### src/life_pkg.sv
// Shared constants and codes for the life automaton generation block.
package life_pkg;

   localparam int GRID_WIDTH  = 16;
   localparam int GRID_HEIGHT = 32;

   // Row counter and row address width
   localparam int ROW_W = $clog2(GRID_HEIGHT);

   // Fixed field widths of the ports
   localparam int IDX_FIELD_W  = 5;
   localparam int CELL_FIELD_W = 16;

   // Function codes carried on req_func
   localparam logic FUNC_WRITE = 1'b0;
   localparam logic FUNC_STEP  = 1'b1;

   typedef logic [GRID_WIDTH-1:0] row_type;

endpackage

### src/life_row_rule.sv
// B3/S23 rule applied to a whole row from a three-row window.
module life_row_rule (
   input  life_pkg::row_type above_row,
   input  life_pkg::row_type center_row,
   input  life_pkg::row_type below_row,
   output life_pkg::row_type next_row
);

   // One dead column on each side so the edges see no neighbors
   logic [life_pkg::GRID_WIDTH+1:0] above_pad;
   logic [life_pkg::GRID_WIDTH+1:0] center_pad;
   logic [life_pkg::GRID_WIDTH+1:0] below_pad;
   logic [3:0]                      count [life_pkg::GRID_WIDTH];

   assign above_pad  = {1'b0, above_row, 1'b0};
   assign center_pad = {1'b0, center_row, 1'b0};
   assign below_pad  = {1'b0, below_row, 1'b0};

   always_comb begin
      for (int c = 0; c < life_pkg::GRID_WIDTH; c++) begin
         count[c] = 4'(above_pad[c]) + 4'(above_pad[c+1]) + 4'(above_pad[c+2])
                  + 4'(center_pad[c]) + 4'(center_pad[c+2])
                  + 4'(below_pad[c]) + 4'(below_pad[c+1]) + 4'(below_pad[c+2]);
         next_row[c] = (count[c] == 4'd3) || (center_row[c] && (count[c] == 4'd2));
      end
   end

endmodule

### src/life_automaton_generation.sv
// Top level: row store, generation sweep sequencer and response register.
// A write word leaves the block idle, so it is ready again on the next cycle.
// A step word is followed by a sweep: a read in idle and the fill state load the row
// window, then one row per cycle through the shared row rule unit, paced by rsp_stall;
// the block is ready again once the bottom row has left the row rule unit.
// Reset is synchronous: per-row valid bits clear, so the grid reads dead.
module life_automaton_generation (
   input  logic                                clock,
   input  logic                                reset,
   input  logic                                req_valid,
   output logic                                req_stall,
   input  logic                                req_func,
   input  logic [life_pkg::IDX_FIELD_W-1:0]    req_row_index,
   input  logic [life_pkg::CELL_FIELD_W-1:0]   req_row_cells,
   output logic                                rsp_valid,
   input  logic                                rsp_stall,
   output logic [life_pkg::IDX_FIELD_W-1:0]    rsp_out_row_index,
   output logic [life_pkg::CELL_FIELD_W-1:0]   rsp_out_row_cells,
   output logic                                rsp_last
);

   typedef enum logic [1:0] {
      ST_IDLE,
      ST_FILL,
      ST_RUN
   } state_type;

   state_type                   state_ff;
   logic [life_pkg::ROW_W-1:0]  row_ff;
   life_pkg::row_type           prev_ff;
   life_pkg::row_type           cur_ff;
   life_pkg::row_type           rd_q_ff;
   logic                        rsp_valid_ff;
   logic [life_pkg::ROW_W-1:0]  out_row_ff;
   life_pkg::row_type           out_cells_ff;
   logic                        last_ff;

   life_pkg::row_type           mem [life_pkg::GRID_HEIGHT];
   logic [life_pkg::GRID_HEIGHT-1:0] row_vld_ff;

   logic                        req_acc;
   logic                        advance;
   logic                        row_last;
   life_pkg::row_type           below_row;
   life_pkg::row_type           new_row;
   logic                        rd_en;
   logic [life_pkg::ROW_W:0]    rd_addr_wide;
   logic [life_pkg::ROW_W-1:0]  rd_addr;
   logic                        mem_we;
   logic [life_pkg::ROW_W-1:0]  wr_addr;
   life_pkg::row_type           wr_data;

   assign req_stall = (state_ff != ST_IDLE);
   assign req_acc   = req_valid && (state_ff == ST_IDLE);
   assign advance   = !rsp_valid_ff || !rsp_stall;
   assign row_last  = (row_ff == life_pkg::ROW_W'(life_pkg::GRID_HEIGHT - 1));
   // Below the bottom edge everything is dead
   assign below_row = row_last ? '0 : rd_q_ff;
   assign rd_addr   = rd_addr_wide[life_pkg::ROW_W-1:0];

   life_row_rule u_rule (
      .above_row  (prev_ff),
      .center_row (cur_ff),
      .below_row  (below_row),
      .next_row   (new_row)
   );

   // Read runs two rows ahead of the row being computed; the new row is
   // written back in place since its old value already sits in the window.
   always_comb begin
      rd_en        = 1'b0;
      rd_addr_wide = '0;
      mem_we       = 1'b0;
      wr_addr      = life_pkg::ROW_W'(req_row_index);
      wr_data      = life_pkg::GRID_WIDTH'(req_row_cells);
      case (state_ff)
         ST_IDLE: begin
            rd_en  = req_acc && (req_func == life_pkg::FUNC_STEP);
            mem_we = req_acc && (req_func == life_pkg::FUNC_WRITE)
                     && (int'(req_row_index) < life_pkg::GRID_HEIGHT);
         end
         ST_FILL: begin
            rd_en        = 1'b1;
            rd_addr_wide = (life_pkg::ROW_W+1)'(1);
         end
         ST_RUN: begin
            rd_addr_wide = {1'b0, row_ff} + (life_pkg::ROW_W+1)'(2);
            rd_en        = advance
                           && (rd_addr_wide < (life_pkg::ROW_W+1)'(life_pkg::GRID_HEIGHT));
            mem_we       = advance;
            wr_addr      = row_ff;
            wr_data      = new_row;
         end
         default: begin
            rd_en = 1'b0;
         end
      endcase
   end

   always_ff @(posedge clock) begin
      if (mem_we) begin
         mem[wr_addr] <= wr_data;
      end
      if (rd_en) begin
         rd_q_ff <= row_vld_ff[rd_addr] ? mem[rd_addr] : '0;
      end
   end

   always_ff @(posedge clock) begin
      if (reset) begin
         row_vld_ff <= '0;
      end else if (mem_we) begin
         row_vld_ff[wr_addr] <= 1'b1;
      end
   end

   always_ff @(posedge clock) begin
      if (reset) begin
         state_ff     <= ST_IDLE;
         rsp_valid_ff <= 1'b0;
      end else begin
         if ((state_ff == ST_RUN) && advance) begin
            rsp_valid_ff <= 1'b1;
         end else if (!rsp_stall) begin
            rsp_valid_ff <= 1'b0;
         end
         case (state_ff)
            ST_IDLE: begin
               if (req_acc && (req_func == life_pkg::FUNC_STEP)) begin
                  state_ff <= ST_FILL;
               end
            end
            ST_FILL: begin
               prev_ff  <= '0;
               cur_ff   <= rd_q_ff;
               row_ff   <= '0;
               state_ff <= ST_RUN;
            end
            ST_RUN: begin
               if (advance) begin
                  out_row_ff   <= row_ff;
                  out_cells_ff <= new_row;
                  last_ff      <= row_last;
                  prev_ff      <= cur_ff;
                  cur_ff       <= below_row;
                  if (row_last) begin
                     state_ff <= ST_IDLE;
                  end else begin
                     row_ff <= row_ff + life_pkg::ROW_W'(1);
                  end
               end
            end
            default: begin
               state_ff <= ST_IDLE;
            end
         endcase
      end
   end

   assign rsp_valid         = rsp_valid_ff;
   assign rsp_out_row_index = life_pkg::IDX_FIELD_W'(out_row_ff);
   assign rsp_out_row_cells = life_pkg::CELL_FIELD_W'(out_cells_ff);
   assign rsp_last          = last_ff;

   // Read-ahead and write-back never hit the same row in the same cycle
   a_no_rw_clash: assert property (@(posedge clock) disable iff (reset)
      (mem_we && rd_en) |-> (wr_addr != rd_addr))
      else $error("row store read and write collide");

   // Sweep ends right after the bottom row is loaded
   a_sweep_end: assert property (@(posedge clock) disable iff (reset)
      (state_ff == ST_RUN && advance && row_last) |=> (state_ff == ST_IDLE))
      else $error("sweep did not end after bottom row");

   // Last marker goes with the bottom row only
   a_last_row: assert property (@(posedge clock) disable iff (reset)
      rsp_valid_ff |->
         (last_ff == (out_row_ff == life_pkg::ROW_W'(life_pkg::GRID_HEIGHT - 1))))
      else $error("last marker on wrong row");

   // Rows of one generation leave in order
   a_row_order: assert property (@(posedge clock) disable iff (reset)
      (rsp_valid_ff && !rsp_stall && !last_ff) |=>
         (!rsp_valid_ff || (out_row_ff == $past(out_row_ff) + life_pkg::ROW_W'(1))))
      else $error("rows out of order");

endmodule

### config.mk
export PLATFORM = sky130hd
export DESIGN_NAME = life_automaton_generation
export DESIGN_NICKNAME = d
export VERILOG_FILES = /design/src/life_pkg.sv /design/src/life_row_rule.sv /design/src/life_automaton_generation.sv
export SDC_FILE = /design/constraint.sdc
export NUM_CORES = 1
export LEC_CHECK = 0
export BUFFER_PORTS_ARGS = -buffer_cell sky130_fd_sc_hd__buf_4
export CELL_PAD_IN_SITES_DETAIL_PLACEMENT = 1
export CELL_PAD_IN_SITES_GLOBAL_PLACEMENT = 1
export CORE_MARGIN = 4
export CORE_UTILIZATION = 59
export CTS_BUF_LIST = sky130_fd_sc_hd__clkbuf_8
export DETAILED_ROUTE_END_ITERATION = 10
export GPL_ROUTABILITY_DRIVEN = 0
export PLACE_DENSITY = 0.84
export SKIP_LAST_GASP = 1
export SLEW_MARGIN = 15
export SYNTH_ARGS = -nofsm -noshare
export SYNTH_HDL_FRONTEND = slang
export SYNTH_HIERARCHICAL = 1
export SYNTH_SLANG_ARGS = --single-unit
### constraint.sdc
create_clock -name clock -period 11 [get_ports clock]
set_input_delay 2.2 -clock clock [delete_from_list [all_inputs] [get_ports clock]]
set_output_delay 2.2 -clock clock [all_outputs]
set_load 0.005 [all_outputs]
---- Yosys cells after proc, flatten, opt, wreduce, memory -nomap -nowiden ----
Memory sizes are Yosys's and may differ from the RTL's. A register that Yosys moved wholly into a read port is not among the register bits.
Index checks and enable logic that the tools add are counted.
word-level totals
  logic and storage cells ................. 238
  input bits .............................. 26
  bits in registers ....................... 94
  RAM bits ................................ 512
  memories kept ........................... 1
  output and inout port bits .............. 24
operators by class
  $add $sub $neg .......................... 107
  mux-type cells .......................... 25
  magnitude comparators ................... 4
  reductions and logical operators ........ 49
  equal/unequal tests ..................... 40
  bitwise gates (word level) .............. 3
memory list
  name  depth  width  rd ports  clocked after memory_dff  wr ports  RTL line                         source
  mem   32     16     1         1                         1         life_automaton_generation.sv:38  life_pkg::row_type mem [life_pkg::GRID_HEIGHT];
operators by type and width
  operator                                                                 number
  4-bit by 1-bit adder with 4-bit output                                   90
  4-bit by 2-bit == test with 1-bit output, second input constant          32
  16-bit 2-to-1 mux                                                        4
  16-bit case mux with 2 select lines                                      2
  32-bit bitwise OR                                                        1
  1-bit by 1-bit adder with 2-bit output                                   15
  1-bit logical AND                                                        22
  5-bit case mux with 2 select lines                                       2
  1-bit logical OR                                                         17
  5-bit 2-to-1 mux                                                         3
  5-bit by 6-bit < comparator with 1-bit output, second input constant     2
  3-bit AND reduction                                                      3
  5-bit by 2-bit adder with 6-bit output, second input constant            1
  6-bit < comparator, second input constant                                1
  1-bit 2-to-1 mux                                                         6
  2-bit 2-to-1 mux                                                         3
  2-bit inequality test, second input constant                             3
  2-bit case mux with 3 select lines                                       1
  5-bit by 1-bit adder with 5-bit output, second input constant            1
  1-bit binary-select mux with 5-bit select                                1
  1-bit demux with 5-bit select                                            1
  5-bit == test, second input constant                                     1
  5-bit by 1-bit >= comparator with 1-bit output, second input constant    1
  2-bit by 1-bit inequality test with 1-bit output, second input constant  2
  other kinds (9)                                                          13

---- Depth between registers and ports, before layout ----
Gate-level depths: netlist (run 1).
  depth after elaboration ................. 11
  gate-level depth with buffers ........... 15

---- Cells and area by module ----
The synthesis (run 1) kept the hierarchy.
modules (own cells, without submodules)
  module                     cells each  area each (um2)  seq. area each (um2)  times used
  life_automaton_generation  1809        26127.6          18327.6               1
  life_row_rule              287         2617.5           0.0                   1

---- Least setup slack after synthesis (run 1) ----
OpenSTA, ideal clock, no wires.
  path kind ............................... in2reg
  start point ............................. input port rsp_stall
  end point ............................... register row_ff[0] in the netlist's numbering (enable)
  path slack .............................. 5.334 ns
  stages on the path ...................... 3
  data arrival time ....................... 5.291 ns
  required time ........................... 10.625 ns
  path buffers ............................ 0
  cell sequence ........................... nand3_1 > nor3b_1 > a21boi_0
on the way
  longest elaborated chain between the ends .. 4
RTL lines
  item                                    RTL line                          source
  start, declared                         life_automaton_generation.sv:16   input logic rsp_stall,
  1-bit logical NOT                       n/a
  1-bit logical OR                        life_automaton_generation.sv:55   assign advance = !rsp_valid_ff || !rsp_stall;
  2-bit inequality test (no source line)  n/a
  4-bit AND reduction (no source line)    n/a
  end signal, assigned                    life_automaton_generation.sv:149  row_ff <= row_ff + life_pkg::ROW_W'(1);
  end, declared                           life_automaton_generation.sv:29   logic [life_pkg::ROW_W-1:0] row_ff;
No other way between the ends.
A chain may end at the register's enable or synchronous reset.

---- Worst setup path in the final report (run 1) ----
  start point ............................. register row_ff[1] in the netlist's numbering
  end point ............................... memory mem[17][9] in the netlist's numbering, data pin
on the way
  elaborated cells between the ends (all ways) .. 10
RTL lines
  item                                                      RTL line                         source
  5-bit == test (*)                                         life_automaton_generation.sv:56  assign row_last = (row_ff == life_pkg::ROW_W'(life_pkg::GRID_HEIGHT - 1));
  via row_last                                              life_automaton_generation.sv:43  logic row_last;
  16-bit 2-to-1 mux (*)                                     life_automaton_generation.sv:58  assign below_row = row_last ? '0 : rd_q_ff;
  via below_row[9]                                          life_automaton_generation.sv:44  life_pkg::row_type below_row;
  4-bit by 1-bit adder with 4-bit output (*) (2 in series)  life_row_rule.sv:23              + 4'(below_pad[c]) + 4'(below_pad[c+1]) + 4'(below_pad[c+2]);
  4-bit by 2-bit == test with 1-bit output                  life_row_rule.sv:24              next_row[c] = (count[c] == 4'd3) || (center_row[c] && (count[c] == 4'd2));
  1-bit logical AND                                         life_row_rule.sv:24
  1-bit logical OR (*)                                      life_row_rule.sv:24
  via new_row[9]                                            life_automaton_generation.sv:45  life_pkg::row_type new_row;
  16-bit 2-to-1 mux (*)                                     life_automaton_generation.sv:76  case (state_ff)
  via wr_data[9]                                            life_automaton_generation.sv:51  life_pkg::row_type wr_data;
  end, declared                                             life_automaton_generation.sv:38
The timed path passes the listed nets; every way through them passes the cells marked *.

==> results by group, run 1 <==
Outcome
  – Status: completed

Worst setup path
  – Critical path cell sequence: buf_4 -> ha_1 -> and3_1 -> ha_1 -> nor2b_1 -> inv_1 -> fa_1 -> fa_1 -> fa_1 -> inv_1 -> ha_1 -> fa_1 -> or2_2 -> a21oi_1 -> mux2_2
  – Crit path max-delay family: adder cells
  – CP max FO: 45
  – R2R setup slack: 4.85 ns
  – Max stage delay on crit path: 0.81 ns
  – Worst setup startpoint: row_ff[1]$_SDFFCE_PP0P_
  – Worst Path Arrival: 6.54 ns
  – WP data required: about 11 ns
  – Most used cell, CP: fa_1
  – WP buf/inv: 3
  – CP Capture Type: register
  – Reg-to-Reg Start: row_ff[1]$_SDFFCE_PP0P_
  – Worst Setup Path Type: reg2reg
  – Slowest cell on the critical path: ha_1
  – Startpoint types: register

Yosys
  – Largest area contributor in the netlist: edfxtp_1
  – Synth top area cells: edfxtp_1 (61%), fa_1 (4.2%), o21ai_0 (2.5%)
  – Post-synth top area share: 61.3%
  – Synth Flop Type: edfxtp_1
  – Post-synth net total: 2239
  – Post-synth EDFFs: 587
  – Syn Inst Count: 2096
  – Synthesis warning total: 6
  – Async S/R FF share, synth: 0%
  – FF+latch count, synth: 622
  – Cell area after synthesis: 28700 µm²
  – Count of cell types in the netlist: 69
  – Mean Syn Cell Area: 13.7 µm²
  – Share of the yosys chip area belonging to registers: 63.8%

Floorplanning
  – Cell row count: 80
  – Core box area: between 40000 and 50000 µm²
  – Die span in x: 229 µm
  – Starting Density: 60.0%
  – DIE HEIGHT: roughly 230 µm
  – Top Ports: 50
  – DIE AREA: 52300 µm²

Power
  – Clk pwr share: between 30% and 40%
  – Flop pwr share: 51.5%
  – NetSw: 1.37 mW
  – Leak pwr: 10.9 nW
  – Maximum VDD drop: 0.0937 mV
  – PD cells: 164 nW/µm²
  – Logic pwr share: 12.3%
  – Internal power: roughly 3.8 mW
  – Switching share of power: 26.5%

Timing
  – Worst Tran Pin Value: between 1 and 1.5 ns
  – Worst hold slack: 0.483 ns
  – Worst relative slew slack: 14.6%
  – Worst Clk Skew: 0.0313 ns
  – RSZ-0062 raised after global routing: no
  – Sum of negative setup slack: 0 ns
  – Fin. Hold Viols: 0
  – Min cycle time layout: 6.15 ns
  – Setup-failing EPs final: 0
  – Fin. max-slew vios: 0
  – Crit share post-route: 55.9%
  – Fmax: 0.163 GHz

GRT
  – Vias in the first global route: 22226
  – Met3 usage: 7.83%
  – Met2 Use GR: 57.3%
  – Grt total ovfl: 0
  – Met1 Use GR: between 40% and 50%
  – Antenna violations before repair: 1
  – Largest net degree at the start of global routing: 113
  – First-pass GRT wire length: 138000 µm
  – GRT Overall Usage: 35.0%
  – Busiest grt layer: met2

CTS
  – Sink Count: 622
  – PostCTS Resize Cnt: 0
  – Post-CTS Hold Buffers: 0
  – Buffer depth of the longest clock path: 3
  – Post-CTS setup buffers: 0
  – Worst-Skew Late Latency: 0.70 ns
  – CTS tree: built
  – H-Tree Depth: 3
  – Clock transition at path regs: roughly 0.060 ns
  – Root buffer cell: clkbuf_8
  – CTS buffer count: 100

Finish
  – Synthesis-to-finish area growth: 9.82%
  – Final std cells w/o fill: around 2800
  – Share of cells above drive strength 1: 16.3%
  – Register area: 18300 µm²
  – Nets: 2293
  – Design area: 31600 µm²
  – FILL cells: 4492
  – Multi-input gate area: 9360 µm²

Placed design
  – Placed cells: around 2700
  – Final HPWL DP: 53100 µm
  – Area after DPL: between 20000 and 30000 µm²
  – PortBufs: 49

Detailed routing
  – Number of routed nets with antenna violations: 0
  – Per-cell routed wire length: 32.4 µm
  – WL final: 92000 µm
  – DRC Markers: 0
  – DR pass1 iterations: 5
  – Initial drt markers: 2710
  – Via count: 20282
  – Vias per std cell: 7.13

Run
  – Max-cap violation count: 0

Worst hold path
  – Min-Delay Startpoint: row_vld_ff[22]$_SDFFE_PP0P_
  – Type of the worst min-delay path: reg2reg
-- stage by stage --
stage               worst slack (ns)  power [mW]  util (%)
floorplan                       5.33        3.11         -
detailed placement              5.04        3.33      62.0
global route                    4.65        5.37      65.8
CTS                             4.99        5.17      65.8
finish                          4.85        5.17      65.8
global placement                5.31        3.27      62.0
-- cells by family (layout without fill, tap and decap cells) --
family,count (synthesis),count (layout),synth area share (%)
DFF,622,622,63.8
AOI/OAI and AO/OA,703,703,17.7
buffers and inverters,272,403,3.93
other,0,1,0
xor gates and xnor gates,4,4,0.122
muxes,54,54,2.05
and+or+nand+nor,324,324,5.76
adders and majority gates,117,117,6.69
-- worst register-to-register path, cell delays in order, from the launching register on --
cell      delay (ns)
edfxtp_1        0.33
buf_4           0.54
ha_1            0.31
and3_1          0.17
ha_1            0.81
nor2b_1         0.21
inv_1           0.20
fa_1            0.45
fa_1            0.46
fa_1            0.50
inv_1           0.05
ha_1            0.21
fa_1            0.45
or2_2           0.31
a21oi_1         0.22
mux2_2          0.63
-- worst paths after layout --
check	to	cells past startpoint
worst min-delay path	row_vld_ff[22]$_SDFFE_PP0P_	1
worst max-delay path	mem[17][9]$_DFFE_PP_	15
worst min register to register	row_vld_ff[22]$_SDFFE_PP0P_	1
worst max register to register	mem[17][9]$_DFFE_PP_	15
-- final cells by class --
| class | instances | share of cell area [%] |
|---|---|---|
| flip-flops and latches | 622 | 58.1 |
| inverters | 113 | 1.34 |
| diodes | 1 | 0.00793 |
| repair buffers | 111 | 2.68 |
| well taps | 615 | 2.44 |
| multi-input cells | 1202 | 29.7 |
| clock buffers | 108 | 4.71 |
| clock inverters | 71 | 1.11 |
-- layout by cell type, fill, tap and decap left out, types with 16 or more instances in the layout --
| master | n |
|---|---|
| edfxtp_1 | 587 |
| inv_1 | 148 |
| o21ai_0 | 146 |
| a21oi_1 | 140 |
| buf_4 | 110 |
| nor2_1 | 108 |
| clkbuf_8 | 108 |
| o221ai_1 | 82 |
| a211oi_1 | 66 |
| fa_1 | 61 |
| ha_1 | 54 |
| nand2_1 | 46 |
| and2_1 | 38 |
| dfxtp_1 | 35 |
| mux2i_1 | 34 |
| nor2b_1 | 33 |
| o211ai_1 | 33 |
| o21ba_2 | 32 |
| o221a_2 | 30 |
| nand3_1 | 23 |
| a31oi_1 | 20 |
| clkinv_1 | 19 |
| mux2_2 | 18 |
| nand3b_1 | 17 |
| o2bb2ai_1 | 17 |
| o211a_1 | 17 |
| nor3b_1 | 17 |
| a21boi_0 | 16 |
| o311a_1 | 16 |
-- power by group through the flow --
stage                     registers (mW)  logic [mW]  clock network [mW]
after floorplan                     2.71       0.405                   0
after global placement              2.71       0.561                   0
after detailed placement            2.71       0.614                   0
after CTS                           2.67       0.620                1.89
after global routing                2.67       0.694                2.01
final                               2.67       0.635                1.87
-- synthesized netlist by cell type, drive strengths merged, types with 19 or more instances --
master,count
ha,56
a211oi,66
fa,61
o221a,30
nand2,49
nor2b,35
nor2,112
a221oi,19
a31oi,20
o21ai,150
edfxtp,587
a21oi,141
o221ai,82
clkbuf,94
dfxtp,35
mux2i,34
o21ba,32
inv,113
and2,39
nand3,23
o211ai,33
buf,65
-- state kept, by name, summed over array words and instances (netlist names) --
signal             flops
rsp_out_row_cells     16
cur_ff                16
mem                  512
rsp_last               1
state_ff               2
prev_ff               16
row_vld_ff            32
rsp_out_row_index      5
rsp_valid              1
rd_q_ff               16
row_ff                 5
-- per-layer routing --
metal	part of all wire, %	up-vias
met5	0.014	-
met3	11	366
met1	36	10129
met2	48	1507
met4	5.4	2
li1	-	8278
(Power assumes the default switching activity.)
==> inputs of run 2 (changes only) <==
--- a/config.mk
+++ b/config.mk
@@ -5,15 +5,16 @@
 export SDC_FILE = /design/constraint.sdc
 export NUM_CORES = 1
 export LEC_CHECK = 0
+export ABC_AREA = 1
 export BUFFER_PORTS_ARGS = -buffer_cell sky130_fd_sc_hd__buf_4
 export CELL_PAD_IN_SITES_DETAIL_PLACEMENT = 1
 export CELL_PAD_IN_SITES_GLOBAL_PLACEMENT = 1
 export CORE_MARGIN = 4
-export CORE_UTILIZATION = 59
+export CORE_UTILIZATION = 47
 export CTS_BUF_LIST = sky130_fd_sc_hd__clkbuf_8
 export DETAILED_ROUTE_END_ITERATION = 10
 export GPL_ROUTABILITY_DRIVEN = 0
-export PLACE_DENSITY = 0.84
+export PLACE_DENSITY = 0.75
 export SKIP_LAST_GASP = 1
 export SLEW_MARGIN = 15
 export SYNTH_ARGS = -nofsm -noshare
==> constraint.sdc (replaced) <==
create_clock -name clock -period 5.1 [get_ports clock]
set_input_delay 1.02 -clock clock [delete_from_list [all_inputs] [get_ports clock]]
set_output_delay 1.02 -clock clock [all_outputs]
set_load 0.005 [all_outputs]
==> run 2 against run 1 <==
Net effect:
- clock power increased by 120%
- sequential cell count unchanged
- highest routed layer is now met4
- critical path depth increased by 1
- critical path type unchanged
- largest power group is now combinational cells
- total power increased to 3.8 times the previous value
- sequential share of layout area decreased by 3.6 points
- hold slack got worse by 0.022 ns
- wire length increased by 6.1%
- maximum frequency increased by 29%
- cell area increased by 6.6%
==> results by group, run 2 <==
Yosys
  – Synth top area cells: edfxtp_1 (58%), nand3_1 (9.3%), inv_1 (8.7%)
  – Synth Flop Type: edfxtp_1
  – Syn Inst Count: 3006
  – Largest area contributor in the netlist: edfxtp_1
  – Count of cell types in the netlist: 35
  – Mean Syn Cell Area: 10.1 µm²
  – Share of the yosys chip area belonging to registers: 60.6%
  – Post-synth top area share: 58.3%
  – Post-synth EDFFs: 587
  – Synthesis warning total: 6
  – Most frequent cell after synthesis: inv_1
  – Post-synth net total: 3149
  – FF+latch count, synth: 622
  – Most frequent cells after synthesis: inv_1 (699), nand2_1 (661), edfxtp_1 (587)
  – Cell area after synthesis: 30200 µm²
  – Async S/R FF share, synth: 0%

Timing
  – Min cycle time layout: approximately 4.8 ns
  – Setup-failing EPs final: 0
  – Worst Tran Pin Value: 1.05 ns
  – Fin. max-slew vios: 0
  – Fmax: ~0.21 GHz
  – Worst Clk Skew: 0.0482 ns
  – Crit share post-route: 93.2%
  – Sum of negative setup slack: 0 ns
  – Worst relative slew slack: 29.8%
  – RSZ-0062 raised after global routing: no
  – Fin. Hold Viols: 0

Detailed routing
  – DR pass1 iterations: 5
  – Metal1 wirelength: 38200 µm
  – Top routing layer in use: met4
  – Routed wl met3: 7420 µm
  – DRC Markers: 0
  – Initial drt markers: 2262
  – Vias per std cell: approximately 5.5
  – WL final: 97600 µm
  – Per-cell routed wire length: 24.1 µm
  – Via count: 22319
  – Number of routed nets with antenna violations: 0
  – Routed wl met2: 47800 µm

Floorplanning
  – Top Ports: 50
  – Die span in x: between 200 and 300 µm
  – Starting Density: 47.7%
  – DIE AREA: 68500 µm²
  – DIE HEIGHT: 262 µm
  – Core box area: around 63000 µm²
  – Cell row count: 92

Worst setup path
  – R2R setup slack: 0.35 ns
  – CP Capture Type: register
  – Setup crit end: mem[16][11]$_DFFE_PP_
  – Worst Setup Path Type: reg2reg
  – Worst setup startpoint: row_ff[3]$_SDFFCE_PP0P_
  – Critical path cell sequence: inv_1 -> nor2_1 -> ha_2 -> nor2_1 -> inv_1 -> fa_1 -> fa_1 -> fa_1 -> inv_1 -> ha_1 -> fa_1 -> nand3_1 -> a21oi_1 -> nand2_1 -> nand2_1 -> buf_12
  – CP max FO: 32
  – Most used cell, CP: fa_1
  – R2R depth: 16
  – Startpoint types: register
  – Reg-to-Reg Start: row_ff[3]$_SDFFCE_PP0P_
  – R2r endpoint: mem[16][11]$_DFFE_PP_
  – Max stage delay on crit path: 0.55 ns
  – Slowest cell on the critical path: fa_1
  – Worst Path Arrival: approximately 5.3 ns
  – WP data required: 5.61 ns

Finish
  – Nets: 3256
  – Synthesis-to-finish area growth: 11.3%
  – # diodes: 0
  – Max FFs per register: 512
  – FILL cells: approximately 7000
  – Share of cells above drive strength 1: 9.37%
  – Largest registers: mem x512, row_vld_ff x32
  – Largest Register: mem
  – Commonest non-fill, non-tap cells in the layout: inv_1 (735), nand2_1 (661), edfxtp_1 (587)
  – Most common cell after layout, fill and taps aside: inv_1

CTS
  – CTS tree: built
  – Clock transition at path regs: around 0.060 ns
  – CTS buffer count: 106
  – H-Tree Depth: 3
  – Sink Count: 622
  – Buffer depth of the longest clock path: 3
  – Root buffer cell: clkbuf_8
  – Worst-Skew Late Latency: 0.72 ns
  – Post-CTS Hold Buffers: 0

Power
  – Maximum VDD drop: 0.278 mV
  – Leak pwr: 15.0 nW
  – Total power: 19.5 mW
  – PD cells: 580 nW/µm²

Worst hold path
  – Hold-critical path depth: 2
  – Type of the worst min-delay path: reg2reg

GRT
  – Largest net degree at the start of global routing: 137
  – GRT Overall Usage: 28.8%
  – First-pass GRT wire length: 146000 µm
  – Vias in the first global route: 23969
  – Antenna violations before repair: 0
  – Grt total ovfl: 0

Placed design
  – PortBufs: 49
  – Final HPWL DP: ~57000 µm

Outcome
  – Status: completed

Run
  – Max-cap violation count: 0
-- run 2: cell types whose count changed in the layout (fill, tap and decap cells not counted), sizes merged, moves of 35 or more --
cell / previous run / this run
nand2: 49 / 666
nor2b: 35 / 0
inv: 152 / 744
o221ai: 82 / 0
nand3: 23 / 566
a21oi: 141 / 50
nor2: 112 / 77
and2: 39 / 0
o21ai: 150 / 12
a211oi: 66 / 0
-- run 2: how the worst min path moves through the flow --
stage | start | to | slack [ns]
finish | row_vld_ff[10]$_SDFFE_PP0P_ | row_vld_ff[10]$_SDFFE_PP0P_ | 0.46
global route | row_vld_ff[22]$_SDFFE_PP0P_ | row_vld_ff[22]$_SDFFE_PP0P_ | 0.48
CTS | row_vld_ff[10]$_SDFFE_PP0P_ | row_vld_ff[10]$_SDFFE_PP0P_ | 0.46
detailed placement | row_vld_ff[9]$_SDFFE_PP0P_ | row_vld_ff[9]$_SDFFE_PP0P_ | 0.46
global placement | row_vld_ff[19]$_SDFFE_PP0P_ | row_vld_ff[19]$_SDFFE_PP0P_ | 0.45
floorplan | row_vld_ff[11]$_SDFFE_PP0P_ | row_vld_ff[11]$_SDFFE_PP0P_ | 0.44
-- run 2: worst max-delay path, delay by kind of cell, from the launching register on --
| family | cells | cell delay [ns] |
|---|---|---|
| buffers and inverters | 4 | 0.54 |
| AND/OR/NAND/NOR | 5 | 0.67 |
| flip-flops | 1 | 0.45 |
| AO/OA/AOI/OAI | 1 | 0.18 |
| adder cells (fa/ha/maj) | 6 | 2.68 |
-- run 2: per-layer routing --
layer / vias to the layer above / GRT usage [%]
li1: 9831 / -
met1: 11293 / 36.8
met2: 942 / 48.6
met3: 253 / 5.07
met4: 0 / 12.2
met5: - / 0
-- run 2: through the flow --
| step | std cells | area, µm² | hold WS (ns) | util, % | worst slack (ns) |
|---|---|---|---|---|---|
| floorplan | 3006 | 30200 | 0.436 | - | 0.272 |
| global placement | 3851 | 31700 | 0.445 | 50.0 | 0.340 |
| detailed placement | 3851 | 31700 | 0.455 | 50.0 | 0.156 |
| CTS | 4047 | 33700 | 0.464 | 53.1 | 0.0839 |
| global route | 4047 | 33700 | 0.478 | 53.1 | 0.0984 |
| finish | 4047 | 33700 | 0.461 | 53.1 | 0.347 |
-- run 2: layout make-up --
| type | count | area, µm² | share of cell area [%] |
|---|---|---|---|
| Clock buffer | 110 | 1510 | 4.50 |
| Clock inverter | 86 | 419 | 1.25 |
| Inverter | 705 | 2650 | 7.87 |
| Multi-Input combinational cell | 1545 | 8470 | 25.2 |
| Sequential cell | 622 | 18300 | 54.5 |
| Tap cell | 846 | 1060 | 3.14 |
| Timing Repair Buffer | 133 | 1220 | 3.64 |
-- run 2: power breakdown --
group          internal (mW)  switching [mW]
clock network           2.10            2.10
registers               6.71           0.135
logic                   2.74            5.75
total                   11.5            7.98
-- run 2: kinds of logic after synthesis --
family,count (synthesis),share of synthesized area (%)
simple gates,1363,20.4
compound gates,65,1.15
flops,622,60.6
buf+inv,839,11.5
fa+ha+maj,117,6.36
-- run 2: what timing repair did --
item,CTS,global route
endpoints found under the setup margin,0,280
setup buffers,0,0
gates resized for setup,0,1
